File: src/rtl/qsbr_pkg.sv
// Shared types and constants for the QUIC spin bit rewriter.
package qsbr_pkg;

   localparam int PATTERN_BITS_DEF = 64;
   localparam int LFSR_WIDTH_DEF   = 32;
   localparam logic [63:0] LFSR_TAPS_DEF = 64'h0000_0000_8020_0003;
   localparam logic [63:0] LFSR_SEED     = 64'h0000_0000_ACE1_ACE1;

   // Pattern length in bits, up to eight bytes
   localparam int PAT_LEN_W = 7;

   localparam int REQ_DATA_W = 32;
   localparam int RSP_DATA_W = 16;
   localparam int CSR_INDEX_W = 3;
   localparam int CSR_DATA_W  = 64;

   localparam logic REQ_PACKET = 1'b0;
   localparam logic REQ_TICK   = 1'b1;

   localparam logic [15:0] MIN_PACKET_LEN = 16'd5;
   localparam int          LONG_HDR_BIT   = 7;
   localparam int          SPIN_BIT_POS   = 5;
   localparam logic [9:0]  LAST_US_OF_MS  = 10'd999;
   localparam logic [9:0]  HALF_MS_US     = 10'd500;
   localparam logic [3:0]  MAX_PAT_BYTES  = 4'd8;

   typedef enum logic [CSR_INDEX_W-1:0] {
      REG_ENABLE         = 3'd0,
      REG_STRATEGY       = 3'd1,
      REG_FLIP_THRESHOLD = 3'd2,
      REG_INTERVAL_MS    = 3'd3,
      REG_PATTERN_BYTES  = 3'd4,
      REG_PATTERN_WORD   = 3'd5
   } csr_reg_type;

   typedef enum logic [2:0] {
      STRAT_RANDOM      = 3'd0,
      STRAT_ALTERNATING = 3'd1,
      STRAT_ZERO        = 3'd2,
      STRAT_ONE         = 3'd3,
      STRAT_TIMING      = 3'd4,
      STRAT_MIMICRY     = 3'd5
   } strategy_type;

   // Status from the time base to the bit picker
   typedef struct packed {
      logic parity;      // interval parity
      logic early_half;  // microsecond count below 500
   } timebase_type;

endpackage

File: src/rtl/qsbr_timebase.sv
// Microsecond, millisecond and interval parity counters driven by tick items.
module qsbr_timebase (
   input  logic                 clock,
   input  logic                 reset,
   input  logic                 tick,
   input  logic                 restart,
   input  logic [15:0]          interval_ms,
   output qsbr_pkg::timebase_type status
);
   import qsbr_pkg::*;

   logic [9:0]  micro_ff, micro_in;
   logic [15:0] milli_ff, milli_in;
   logic        parity_ff, parity_in;
   logic [15:0] ivl;
   logic [15:0] milli_inc;

   always_comb begin
      ivl       = (interval_ms == 16'd0) ? 16'd1 : interval_ms;
      milli_inc = milli_ff + 16'd1;
      micro_in  = micro_ff;
      milli_in  = milli_ff;
      parity_in = parity_ff;
      if (restart) begin
         micro_in  = '0;
         milli_in  = '0;
         parity_in = 1'b0;
      end else if (tick) begin
         if (micro_ff >= LAST_US_OF_MS) begin
            micro_in = '0;
            if (milli_inc >= ivl) begin
               milli_in  = '0;
               parity_in = ~parity_ff;
            end else begin
               milli_in = milli_inc;
            end
         end else begin
            micro_in = micro_ff + 10'd1;
         end
      end
   end

   always_ff @(posedge clock) begin
      if (reset) begin
         micro_ff  <= '0;
         milli_ff  <= '0;
         parity_ff <= 1'b0;
      end else begin
         micro_ff  <= micro_in;
         milli_ff  <= milli_in;
         parity_ff <= parity_in;
      end
   end

   assign status.parity     = parity_ff;
   assign status.early_half = (micro_ff < HALF_MS_US);

endmodule

File: src/rtl/quic_spin_bit_rewriter_top.sv
// Top level of the QUIC spin bit rewriter: config registers, bit picker, result register.
//
// Usage:
//   req channel carries packet items (tuser = 0) and one-microsecond ticks
//   (tuser = 1). Ticks only advance the time base and give no result.
//   Each packet gives exactly one rsp transfer with the first header byte,
//   possibly with its spin bit (0x20) rewritten when the header is short.
//   csr channel writes one register per transfer (index 0..5); every such write
//   restarts the time counters and the mimicry pattern position. Indexes
//   6 and 7 are ignored. csr_ready is always high.
// Latency: a packet result is valid in the cycle after its req transfer.
// Throughput: one item per cycle while req_tready is high; all state updates
//   for an item are done in the cycle it is taken, so items follow back to back.
// Stall: the result register holds while rsp_tready is low; req_tready
//   drops only while a result is held and not being taken.
// Reset: registers return to their defaults (enable off, random strategy,
//   threshold 32768, interval 100 ms, empty pattern), the LFSR to its seed,
//   counters to zero, and no result pending.
module quic_spin_bit_rewriter_top #(
   parameter int                PATTERN_BITS = qsbr_pkg::PATTERN_BITS_DEF,
   parameter int                LFSR_WIDTH   = qsbr_pkg::LFSR_WIDTH_DEF,
   parameter logic [63:0]       LFSR_TAPS    = qsbr_pkg::LFSR_TAPS_DEF
) (
   input  logic                              clock,
   input  logic                              reset,
   // req_tdata: first_byte[7:0], packet_length[23:8], orig_spin[24], zero[31:25]
   input  logic                              req_tvalid,
   output logic                              req_tready,
   input  logic [qsbr_pkg::REQ_DATA_W-1:0]   req_tdata,
   // req_tuser: req_type[0]
   input  logic [0:0]                        req_tuser,
   // rsp_tdata: out_byte[7:0], spin_bit[8], rewritten[9], zero[15:10]
   output logic                              rsp_tvalid,
   input  logic                              rsp_tready,
   output logic [qsbr_pkg::RSP_DATA_W-1:0]   rsp_tdata,
   input  logic                              csr_valid,
   output logic                              csr_ready,
   input  logic [qsbr_pkg::CSR_INDEX_W-1:0]  csr_index,
   input  logic [qsbr_pkg::CSR_DATA_W-1:0]   csr_wdata
);
   import qsbr_pkg::*;

   localparam int POS_W = $clog2(PATTERN_BITS);
   localparam logic [LFSR_WIDTH-1:0] TAP_MASK  = LFSR_TAPS[LFSR_WIDTH-1:0];
   localparam logic [LFSR_WIDTH-1:0] SEED_MASK = LFSR_SEED[LFSR_WIDTH-1:0];

   // Configuration registers
   logic                    enable_ff;
   logic [2:0]              strategy_ff;
   logic [16:0]             threshold_ff;
   logic [15:0]             interval_ff;
   logic [3:0]              pat_bytes_ff;
   logic [PATTERN_BITS-1:0] pattern_ff;

   logic [LFSR_WIDTH-1:0]   lfsr_ff, lfsr_in;
   logic [POS_W-1:0]        pos_ff, pos_in;

   logic                    rsp_valid_ff, rsp_valid_in;
   logic [7:0]              out_byte_ff, out_byte_in;
   logic                    spin_ff, spin_in;
   logic                    rewritten_ff, rewritten_in;

   logic        req_xfer, is_tick, pkt_xfer, csr_xfer, restart, active;
   logic [7:0]  first_byte;
   logic [15:0] packet_length;
   logic        orig_spin;
   logic        new_bit, lfsr_adv, pos_adv;
   logic [15:0] lfsr_upper;
   logic [3:0]  nbytes;
   logic [PAT_LEN_W-1:0] pat_len, raw_len, pos_ext, pos_inc;
   logic [POS_W-1:0]     pos_sel, pos_next;
   logic [LFSR_WIDTH-1:0] lfsr_shift;
   timebase_type tb_status;

   assign first_byte    = req_tdata[7:0];
   assign packet_length = req_tdata[23:8];
   assign orig_spin     = req_tdata[24];

   assign req_tready = ~rsp_valid_ff | rsp_tready;
   assign csr_ready  = 1'b1;
   assign req_xfer   = req_tvalid & req_tready;
   assign is_tick    = (req_tuser[0] == REQ_TICK);
   assign pkt_xfer   = req_xfer & ~is_tick;
   assign csr_xfer   = csr_valid & csr_ready;
   // Writes beyond the register list leave everything alone
   assign restart    = csr_xfer & (csr_index <= REG_PATTERN_WORD);
   assign active     = enable_ff & (packet_length >= MIN_PACKET_LEN);

   qsbr_timebase u_timebase (
      .clock       (clock),
      .reset       (reset),
      .tick        (req_xfer & is_tick),
      .restart     (restart),
      .interval_ms (interval_ff),
      .status      (tb_status)
   );

   // Galois step, right shift
   assign lfsr_shift = lfsr_ff >> 1;
   assign lfsr_upper = lfsr_ff[LFSR_WIDTH-1 -: 16];

   // Mimicry pattern length and position
   always_comb begin
      nbytes  = (pat_bytes_ff > MAX_PAT_BYTES) ? MAX_PAT_BYTES : pat_bytes_ff;
      raw_len = {nbytes[PAT_LEN_W-4:0], 3'b000};
      pat_len = (raw_len > PAT_LEN_W'(PATTERN_BITS)) ? PAT_LEN_W'(PATTERN_BITS) : raw_len;
      pos_ext = PAT_LEN_W'(pos_ff);
      pos_sel = (pos_ext < pat_len) ? pos_ff : '0;
      pos_inc = PAT_LEN_W'(pos_sel) + PAT_LEN_W'(1);
      pos_next = (pos_inc >= pat_len) ? '0 : POS_W'(pos_inc);
   end

   always_comb begin
      new_bit  = orig_spin;
      lfsr_adv = 1'b0;
      pos_adv  = 1'b0;
      case (strategy_type'(strategy_ff))
         STRAT_RANDOM: begin
            lfsr_adv = 1'b1;
            new_bit  = ({1'b0, lfsr_upper} < threshold_ff) ? ~orig_spin : orig_spin;
         end
         STRAT_ALTERNATING: new_bit = tb_status.parity;
         STRAT_ZERO:        new_bit = 1'b0;
         STRAT_ONE:         new_bit = 1'b1;
         STRAT_TIMING:      new_bit = tb_status.early_half ^ orig_spin;
         STRAT_MIMICRY: begin
            if (pat_len != '0) begin
               pos_adv = 1'b1;
               new_bit = pattern_ff[pos_sel];
            end
         end
         default: new_bit = orig_spin;
      endcase
   end

   always_comb begin
      lfsr_in = lfsr_ff;
      pos_in  = pos_ff;
      if (pkt_xfer && active && lfsr_adv) begin
         lfsr_in = lfsr_ff[0] ? (lfsr_shift ^ TAP_MASK) : lfsr_shift;
      end
      if (restart) begin
         pos_in = '0;
      end else if (pkt_xfer && active && pos_adv) begin
         pos_in = pos_next;
      end
   end

   // Result register; holds while the receiver stalls
   always_comb begin
      rsp_valid_in = rsp_valid_ff & ~rsp_tready;
      out_byte_in  = out_byte_ff;
      spin_in      = spin_ff;
      rewritten_in = rewritten_ff;
      if (pkt_xfer) begin
         rsp_valid_in = 1'b1;
         out_byte_in  = first_byte;
         spin_in      = orig_spin;
         rewritten_in = 1'b0;
         if (active && !first_byte[LONG_HDR_BIT]) begin
            out_byte_in[SPIN_BIT_POS] = new_bit;
            spin_in      = new_bit;
            rewritten_in = 1'b1;
         end
      end
   end

   always_ff @(posedge clock) begin
      if (reset) begin
         enable_ff    <= 1'b0;
         strategy_ff  <= STRAT_RANDOM;
         threshold_ff <= 17'd32768;
         interval_ff  <= 16'd100;
         pat_bytes_ff <= '0;
         pattern_ff   <= '0;
      end else if (csr_xfer) begin
         case (csr_reg_type'(csr_index))
            REG_ENABLE:         enable_ff    <= csr_wdata[0];
            REG_STRATEGY:       strategy_ff  <= csr_wdata[2:0];
            REG_FLIP_THRESHOLD: threshold_ff <= csr_wdata[16:0];
            REG_INTERVAL_MS:    interval_ff  <= csr_wdata[15:0];
            REG_PATTERN_BYTES:  pat_bytes_ff <= csr_wdata[3:0];
            REG_PATTERN_WORD:   pattern_ff   <= csr_wdata[PATTERN_BITS-1:0];
            default: ;
         endcase
      end
   end

   always_ff @(posedge clock) begin
      if (reset) begin
         lfsr_ff      <= SEED_MASK;
         pos_ff       <= '0;
         rsp_valid_ff <= 1'b0;
      end else begin
         lfsr_ff      <= lfsr_in;
         pos_ff       <= pos_in;
         rsp_valid_ff <= rsp_valid_in;
      end
   end

   always_ff @(posedge clock) begin
      out_byte_ff  <= out_byte_in;
      spin_ff      <= spin_in;
      rewritten_ff <= rewritten_in;
   end

   assign rsp_tvalid = rsp_valid_ff;
   assign rsp_tdata  = {6'b0, rewritten_ff, spin_ff, out_byte_ff};

endmodule

File: config.mk
export PLATFORM = sky130hd
export DESIGN_NAME = quic_spin_bit_rewriter_top
export DESIGN_NICKNAME = d
export VERILOG_FILES = /design/src/rtl/qsbr_pkg.sv /design/src/rtl/qsbr_timebase.sv /design/src/rtl/quic_spin_bit_rewriter_top.sv
export SDC_FILE = /design/constraint.sdc
export NUM_CORES = 1
export LEC_CHECK = 0
export ABC_AREA = 0
export ABC_CLOCK_PERIOD_IN_PS = 7000
export BUFFER_PORTS_ARGS = -buffer_cell sky130_fd_sc_hd__buf_2
export CORE_MARGIN = 2
export CORE_UTILIZATION = 40
export CTS_BUF_LIST = sky130_fd_sc_hd__clkbuf_16
export DETAILED_ROUTE_END_ITERATION = 16
export MAX_ROUTING_LAYER = met4
export PLACE_DENSITY = 0.55
export SETUP_SLACK_MARGIN = 0.05
export SLEW_MARGIN = 5
export SYNTH_ARGS = -nofsm -noshare
export SYNTH_HDL_FRONTEND = slang
export SYNTH_SLANG_ARGS = --single-unit
File: constraint.sdc
create_clock -name clock -period 7 [get_ports clock]
set_input_delay 1.4 -clock clock [delete_from_list [all_inputs] [get_ports clock]]
set_output_delay 1.4 -clock clock [all_outputs]
set_load 0.1 [all_outputs]
**Yosys cells after proc, flatten, opt, wreduce, memory -nomap -nowiden**

Cells that the tools add are included.

- Bits in registers: 181
- Output and inout port bits: 19
- Logic and storage cells: 91

- Eq/ne operators: 10
- Magnitude comparators: 11
- Add/subtract/negate cells: 3
- Bitwise operators: 14
- Mux-type cells: 20
- Reductions and logical operators: 18

Operators with widths:

| cell | count |
|---|---|
| 16-bit 2-to-1 mux | 2 |
| 32-bit 2-to-1 mux | 1 |
| 16-bit by 17-bit < comparator with 1-bit output | 1 |
| 16-bit by 1-bit adder with 16-bit output (second input constant) | 1 |
| 16-bit >= comparator | 1 |
| 16-bit by 3-bit >= comparator with 1-bit output (second input constant) | 1 |
| 16-bit logical NOT | 1 |
| 2-bit AND reduction | 7 |
| 3-bit by 2-bit equality test with 1-bit output (second input constant) | 4 |
| 3-bit equality test (second input constant) | 4 |
| 6-bit 2-to-1 mux | 2 |
| 10-bit by 1-bit adder with 10-bit output (second input constant) | 1 |
| 10-bit >= comparator (second input constant) | 1 |
| 10-bit by 9-bit < comparator with 1-bit output (second input constant) | 1 |
| 1-bit 2-to-1 mux | 10 |
| 10-bit 2-to-1 mux | 1 |
| 6-bit by 1-bit adder with 7-bit output (second input constant) | 1 |
| 7-bit >= comparator | 1 |
| 7-bit greater-than comparator (second input constant) | 1 |
| 6-bit by 7-bit < comparator with 1-bit output | 1 |
| 6-bit by 7-bit < comparator with 1-bit output (second input constant) | 1 |
| 7-bit 2-to-1 mux | 1 |
| 7-bit nonzero test | 1 |
| 1-bit AND | 6 |
| 15 further kinds | 24 |

**Depth between registers and ports, before layout**

- Depth after elaboration: 11
- Gate-level depth with buffers: 19
- Depth with buffers taken out: 17

**Hierarchy**

Synthesis repeated with hierarchy kept, for this count alone.

- Cell total of the unflattened synthesis: 1095
- Area, all modules: 8952.3 um^2

By module, submodules not included:

| module | instances | cells an instance | sequential area each (um^2) | area an instance (um^2) |
|---|---|---|---|---|
| quic_spin_bit_rewriter_top | 1 | 890 | 3183.1 | 7169.4 |
| qsbr_timebase | 1 | 205 | 540.5 | 1783.0 |

**Worst setup path after synthesis**

OpenSTA, ideal clock, no wires.

- Kind: input to register
- Start: in rsp_tready
- End: reg lfsr_ff[21]
- Setup time: 0.120 ns
- Required time: 6.880 ns
- Path slack: 3.484 ns
- Stages: 8
- Data arrival time: 3.397 ns
- Cell sequence: nand2b_2 > nand2_1 > or2_1 > or2_1 > or4_1 > clkbuf_1 > buf_2 > a211o_1

- Longest elaborated chain between the ends: 5

Ends and longest elaborated chain:

| element | line | source |
|---|---|---|
| start: declaration | quic_spin_bit_rewriter_top.sv:34 | `input logic rsp_tready,` |
| 1-bit OR | quic_spin_bit_rewriter_top.sv:79 | `assign req_tready = ~rsp_valid_ff \| rsp_tready;` |
| 1-bit AND | quic_spin_bit_rewriter_top.sv:81 | `assign req_xfer = req_tvalid & req_tready;` |
| 1-bit AND | quic_spin_bit_rewriter_top.sv:83 | `assign pkt_xfer = req_xfer & ~is_tick;` |
| 1-bit logical AND (2 in a row) | quic_spin_bit_rewriter_top.sv:139 | `if (pkt_xfer && active && lfsr_adv) begin` |
| end signal: assignment | quic_spin_bit_rewriter_top.sv:195 | `lfsr_ff <= lfsr_in;` |
| end: declaration | quic_spin_bit_rewriter_top.sv:55 | `logic [LFSR_WIDTH-1:0] lfsr_ff, lfsr_in;` |

Every way passes these cells.
A chain may end at the register's enable or synchronous reset.

**Worst setup path after layout**

- Start: reg pat_bytes_ff[3]
- End: reg pos_ff[5]

- Longest elaborated chain between the ends: 9
- Elaborated cells on any way between the ends: 13
- Those cells by class: 1 x add/sub; 4 x order compare; 6 x mux; 2 x reduce/logical

Ends and longest elaborated chain:

| element | line | source |
|---|---|---|
| start: declaration | quic_spin_bit_rewriter_top.sv:52 | `logic [3:0] pat_bytes_ff;` |
| start signal: assignment | quic_spin_bit_rewriter_top.sv:182 | `REG_PATTERN_BYTES: pat_bytes_ff <= csr_wdata[3:0];` |
| 4-bit greater-than comparator | quic_spin_bit_rewriter_top.sv:104 | `nbytes = (pat_bytes_ff > MAX_PAT_BYTES) ? MAX_PAT_BYTES : pat_bytes_ff;` |
| 4-bit 2-to-1 mux * | quic_spin_bit_rewriter_top.sv:104 |  |
| 7-bit greater-than comparator | quic_spin_bit_rewriter_top.sv:106 | `pat_len = (raw_len > PAT_LEN_W'(PATTERN_BITS)) ? PAT_LEN_W'(PATTERN_BITS) : raw_len;` |
| 7-bit 2-to-1 mux * | quic_spin_bit_rewriter_top.sv:106 |  |
| 6-bit by 7-bit < comparator with 1-bit output | quic_spin_bit_rewriter_top.sv:108 | `pos_sel = (pos_ext < pat_len) ? pos_ff : '0;` |
| 6-bit 2-to-1 mux | quic_spin_bit_rewriter_top.sv:108 |  |
| 6-bit by 1-bit adder with 7-bit output | quic_spin_bit_rewriter_top.sv:109 | `pos_inc = PAT_LEN_W'(pos_sel) + PAT_LEN_W'(1);` |
| 7-bit >= comparator | quic_spin_bit_rewriter_top.sv:110 | `pos_next = (pos_inc >= pat_len) ? '0 : POS_W'(pos_inc);` |
| 6-bit 2-to-1 mux | quic_spin_bit_rewriter_top.sv:110 |  |
| end signal: assignment | quic_spin_bit_rewriter_top.sv:196 | `pos_ff <= pos_in;` |
| end: declaration | quic_spin_bit_rewriter_top.sv:56 | `logic [POS_W-1:0] pos_ff, pos_in;` |

Every way passes the cells marked *; elsewhere a longest branch is shown, timed or not.

==> summary.txt <==
Detailed routing
  • Metal-1 WL: between 10 and 15 mm
  • Wire length on met3: between 800 and 900 µm
  • Top routing layer in use: met4
  • Final wirelength: 21.24 mm
  • TritonRoute pass-1 iters: 5
  • Vias/cell: 5.143
  • Total number of vias: 7349
  • DRT antenna net count: 0
  • DRC: 0
  • Wire length per cell: 14.86 µm
  • Starting DRT DRC Count: 421
  • Met2 WL: 9.396 mm

Timing
  • Worst Max-Slew Pin Slew: 1.030 ns
  • Final Max Slew Viols: 0
  • Setup_tns: 0 ns
  • Unrepaired setup endpoints after global routing: no
  • Final cycle utilization of the critical path: between 50% and 60%
  • Hold Vio Cnt, Final: 0
  • Clock Skews: 0.007419 ns
  • Worst slew margin: between 30% and 40%
  • Fmax: approximately 260 MHz
  • Finish-stage setup viols: 0
  • Fin crit period: 3.897 ns

Global routing
  • First-pass GRT wire length: 34.87 mm
  • Initial antenna violation count: 0
  • Vias in the first global route: 7041
  • Overall Global Routing Usage: 19.75%
  • Largest net degree at the start of global routing: 98
  • Gr ovfl total: 0

Pwr
  • Switch share: 26.95%
  • Clk pwr share: 43.5%
  • Sw Pwr: 583.8 µW
  • Max VDD drop: 104.4 µV
  • Pwr Density: 217.6 nW/µm²
  • Leak: 0.003807 µW
  • Logic gate share of total power: 7.3%
  • Pint: about 1600 µW
  • Sequential Power Share: 49.2%

Yosys
  • Post-synth EDFFs: 10
  • Top-area cell type share of the netlist area: 39.40%
  • Netlist cell types: 66
  • Synth Area per Inst: 8.152 µm²
  • Post-Syn Instances: ~1100
  • Mapped Area: 8690 µm²
  • Async SR Flop Fraction: 0%
  • Seq/Total Area, Yosys: 42.85%
  • Synth area leader: dfxtp_1
  • XOR/XNOR Fraction of Synth Area: approximately 3%
  • Synth area leaders: dfxtp_1 (39%), nand2_1 (12%), a21oi_1 (7.6%), ha_1 (5.9%), edfxtp_1 (3.5%)
  • Synth Area in Compound Gates: 16.93%
  • Post-synthesis simple-gate area fraction: 22.15%
  • Post-synthesis mux area share: 3.571%
  • Adder-Cell Fraction of Synth Area: ~5.9%
  • Largest family of logic cells by synthesized area: simple AND/OR/NAND/NOR gates
  • Most common flop cell mapped by yosys: dfxtp_1
  • Yosys warnings: 0
  • Number of synthesized register bits: 181

Clock tree
  • Resize count post-CTS: 0
  • Root Buffer: clkbuf_16
  • Clk buf depth: 2
  • Postcts setup bufs: 0
  • Clock Sinks: 181
  • H-tree Lvls: 4
  • Num CTS Buffers: 17
  • CTS Hold Bufs: 0
  • CTS tree: done
  • Clock slew seen by the registers of the worst setup and hold paths: 0.07 ns
  • Worst-skew pair later-pin latency: 0.44 ns

Worst setup path
  • Buffers & Inverters on Critical Path: 2
  • Nature of the critical path endpoint: flip-flop
  • Crit path DAT: about 4.3 ns
  • CP required: around 7.4 ns
  • Slowest stage cell on the critical path: o21ai_0
  • Crit Path Class: flip-flop to flip-flop
  • CP Max Fanout: 8
  • Critical path's largest stage delay: roughly 0.7 ns
  • Crit-path cells: inv_1 > nand2_1 > ha_1 > o21bai_1 > o21ai_0 > inv_1 > ha_1 > nand3_1 > xor2_1 > nor2_1 > ha_1 > a21o_1 > a21oi_1 > nand2b_1 > a41oi_2 > a22oi_1 > nor2_1
  • Top delay family on crit path: compound AO/OA/AOI/OAI gates
  • Cell mode on critical path: ha_1
  • Startpoint Class: flip-flop

Placed design
  • Gp weighted congestion: 0.8330
  • DP Wirelength: between 10 and 15 mm
  • I/O Buffers: between 100 and 150
  • Area after DPL: approximately 9400 µm²

Finish
  • Share of cells above drive strength 1: 14.99%
  • Layout Nets: 1287
  • Register Area: 3724 µm²
  • # diodes: 0
  • Final Cell Area: 9958 µm²
  • Filler Cells Inserted: approximately 2200
  • Area grow syn2layout: 14.60%
  • Multi-input logic area: between 4000 and 5000 µm²

Floorplan
  • Die Wd: ~150 µm
  • Die height: 151.4 µm
  • Die area: 22920 µm²
  • Row Count: 53
  • Core area: 21150 µm²
  • I/O pin count: 124
  • Starting Density: 41.08%

Run
  • Max Cap Violations: 0

Worst hold path
  • Tightest Hold Check Type: flip-flop to flip-flop

Run status
  • Status: completed
[registers in the layout, summed over array words and instances (netlist names)]
name,cells
enable_ff,1
interval_ff,16
lfsr_ff,32
out_byte_ff,8
pat_bytes_ff,4
pattern_ff,64
pos_ff,6
rewritten_ff,1
rsp_tvalid,1
spin_ff,1
strategy_ff,3
threshold_ff,17
u_timebase.micro_ff,10
u_timebase.milli_ff,16
u_timebase.parity_ff,1
[logic make-up after synthesis]
logic type | after synthesis
other | 2
AND/OR/NAND/NOR | 443
buffers and inverters | 112
AO/OA/AOI/OAI | 234
adder cells (fa/ha/maj) | 41
XOR/XNOR | 30
multiplexers | 23
flip-flops | 181
[routing by layer]
metal | track usage [%] | up-vias
met4 | 5.047 | 0
met1 | 26.81 | 3407
li1 | - | 3775
met5 | - | -
met3 | 3.705 | 20
met2 | 30.38 | 147
[worst min-delay path, delay by kind of cell, from the launching register on]
family	cells	cell delay [ns]
AO/OA/AOI/OAI	1	0.05
AND/OR/NAND/NOR	1	0.05
flip-flops	1	0.31
[Yosys cell counts (7+ instances only)]
cell / number
a31oi_1: 8
xnor2_1: 15
a22o_1: 9
nand3b_1: 18
nand2_1: 280
nand2b_1: 11
nor2_1: 61
a21oi_1: 132
dfxtp_1: 171
and3_1: 12
nor3_1: 7
o21ai_0: 10
nand3_1: 21
a21o_1: 9
edfxtp_1: 10
mux2i_1: 13
inv_1: 44
clkbuf_1: 49
xor2_1: 15
a211oi_1: 16
buf_4: 9
nor4_1: 8
ha_1: 41
[cells in the final DEF, fill, tap and decap left out, types with 9 or more instances in the layout]
cell,netlist,final
buf_2,6,108
edfxtp_1,10,10
ha_1,41,41
o21ai_0,10,10
nand2b_1,11,11
a21o_1,9,9
nand2_1,280,280
dfxtp_1,171,171
and3_1,12,12
xor2_1,15,15
a21oi_1,132,132
a22o_1,9,9
a211oi_1,16,16
mux2i_1,13,13
clkbuf_16,0,17
nand3b_1,18,18
buf_4,9,10
nor2_1,61,60
inv_1,44,44
xnor2_1,15,15
nand3_1,21,21
[power groups by stage]
stage               registers, µW  logic (µW)  clock network (µW)
floorplan                    1100        90.2                   0
global placement             1090         159                   0
detailed placement           1090         160                   0
CTS                          1070         160                 966
global route                 1070         175                1010
finish                       1070         159                 942
[cell type report]
| type | instances | share of cell area [%] |
|---|---|---|
| clock buffer | 17 | 4.272 |
| clock inverter | 15 | 1.571 |
| inverter | 45 | 1.696 |
| multi-input combinational | 778 | 45.43 |
| sequential | 181 | 37.39 |
| tap | 275 | 3.455 |
| timing repair buffer | 118 | 6.182 |
[final timing paths]
check	startpoint	endpoint	slack (ns)	cells after the start
min	lfsr_ff[4]	lfsr_ff[3]	0.45	2
max reg2reg	pat_bytes_ff[3]	pos_ff[5]	3.10	17
max	pat_bytes_ff[3]	pos_ff[5]	3.10	17
min reg2reg	lfsr_ff[4]	lfsr_ff[3]	0.45	2
[stage by stage]
step | std cells | util, % | hold slack [ns] | setup WS [ns] | power [µW]
global route | 1429 | 47.08 | 0.4738 | 2.670 | 2251
CTS | 1429 | 47.08 | 0.4573 | 3.093 | 2192
detailed placement | 1397 | 44.32 | 0.4462 | 3.100 | 1250
global placement | 1397 | 44.32 | 0.4403 | 3.147 | 1248
finish | 1429 | 47.08 | 0.4542 | 3.103 | 2167
floorplan | 1071 | - | 0.4317 | 3.484 | 1194
No activity file was read; power rests on OpenSTA's default activity.
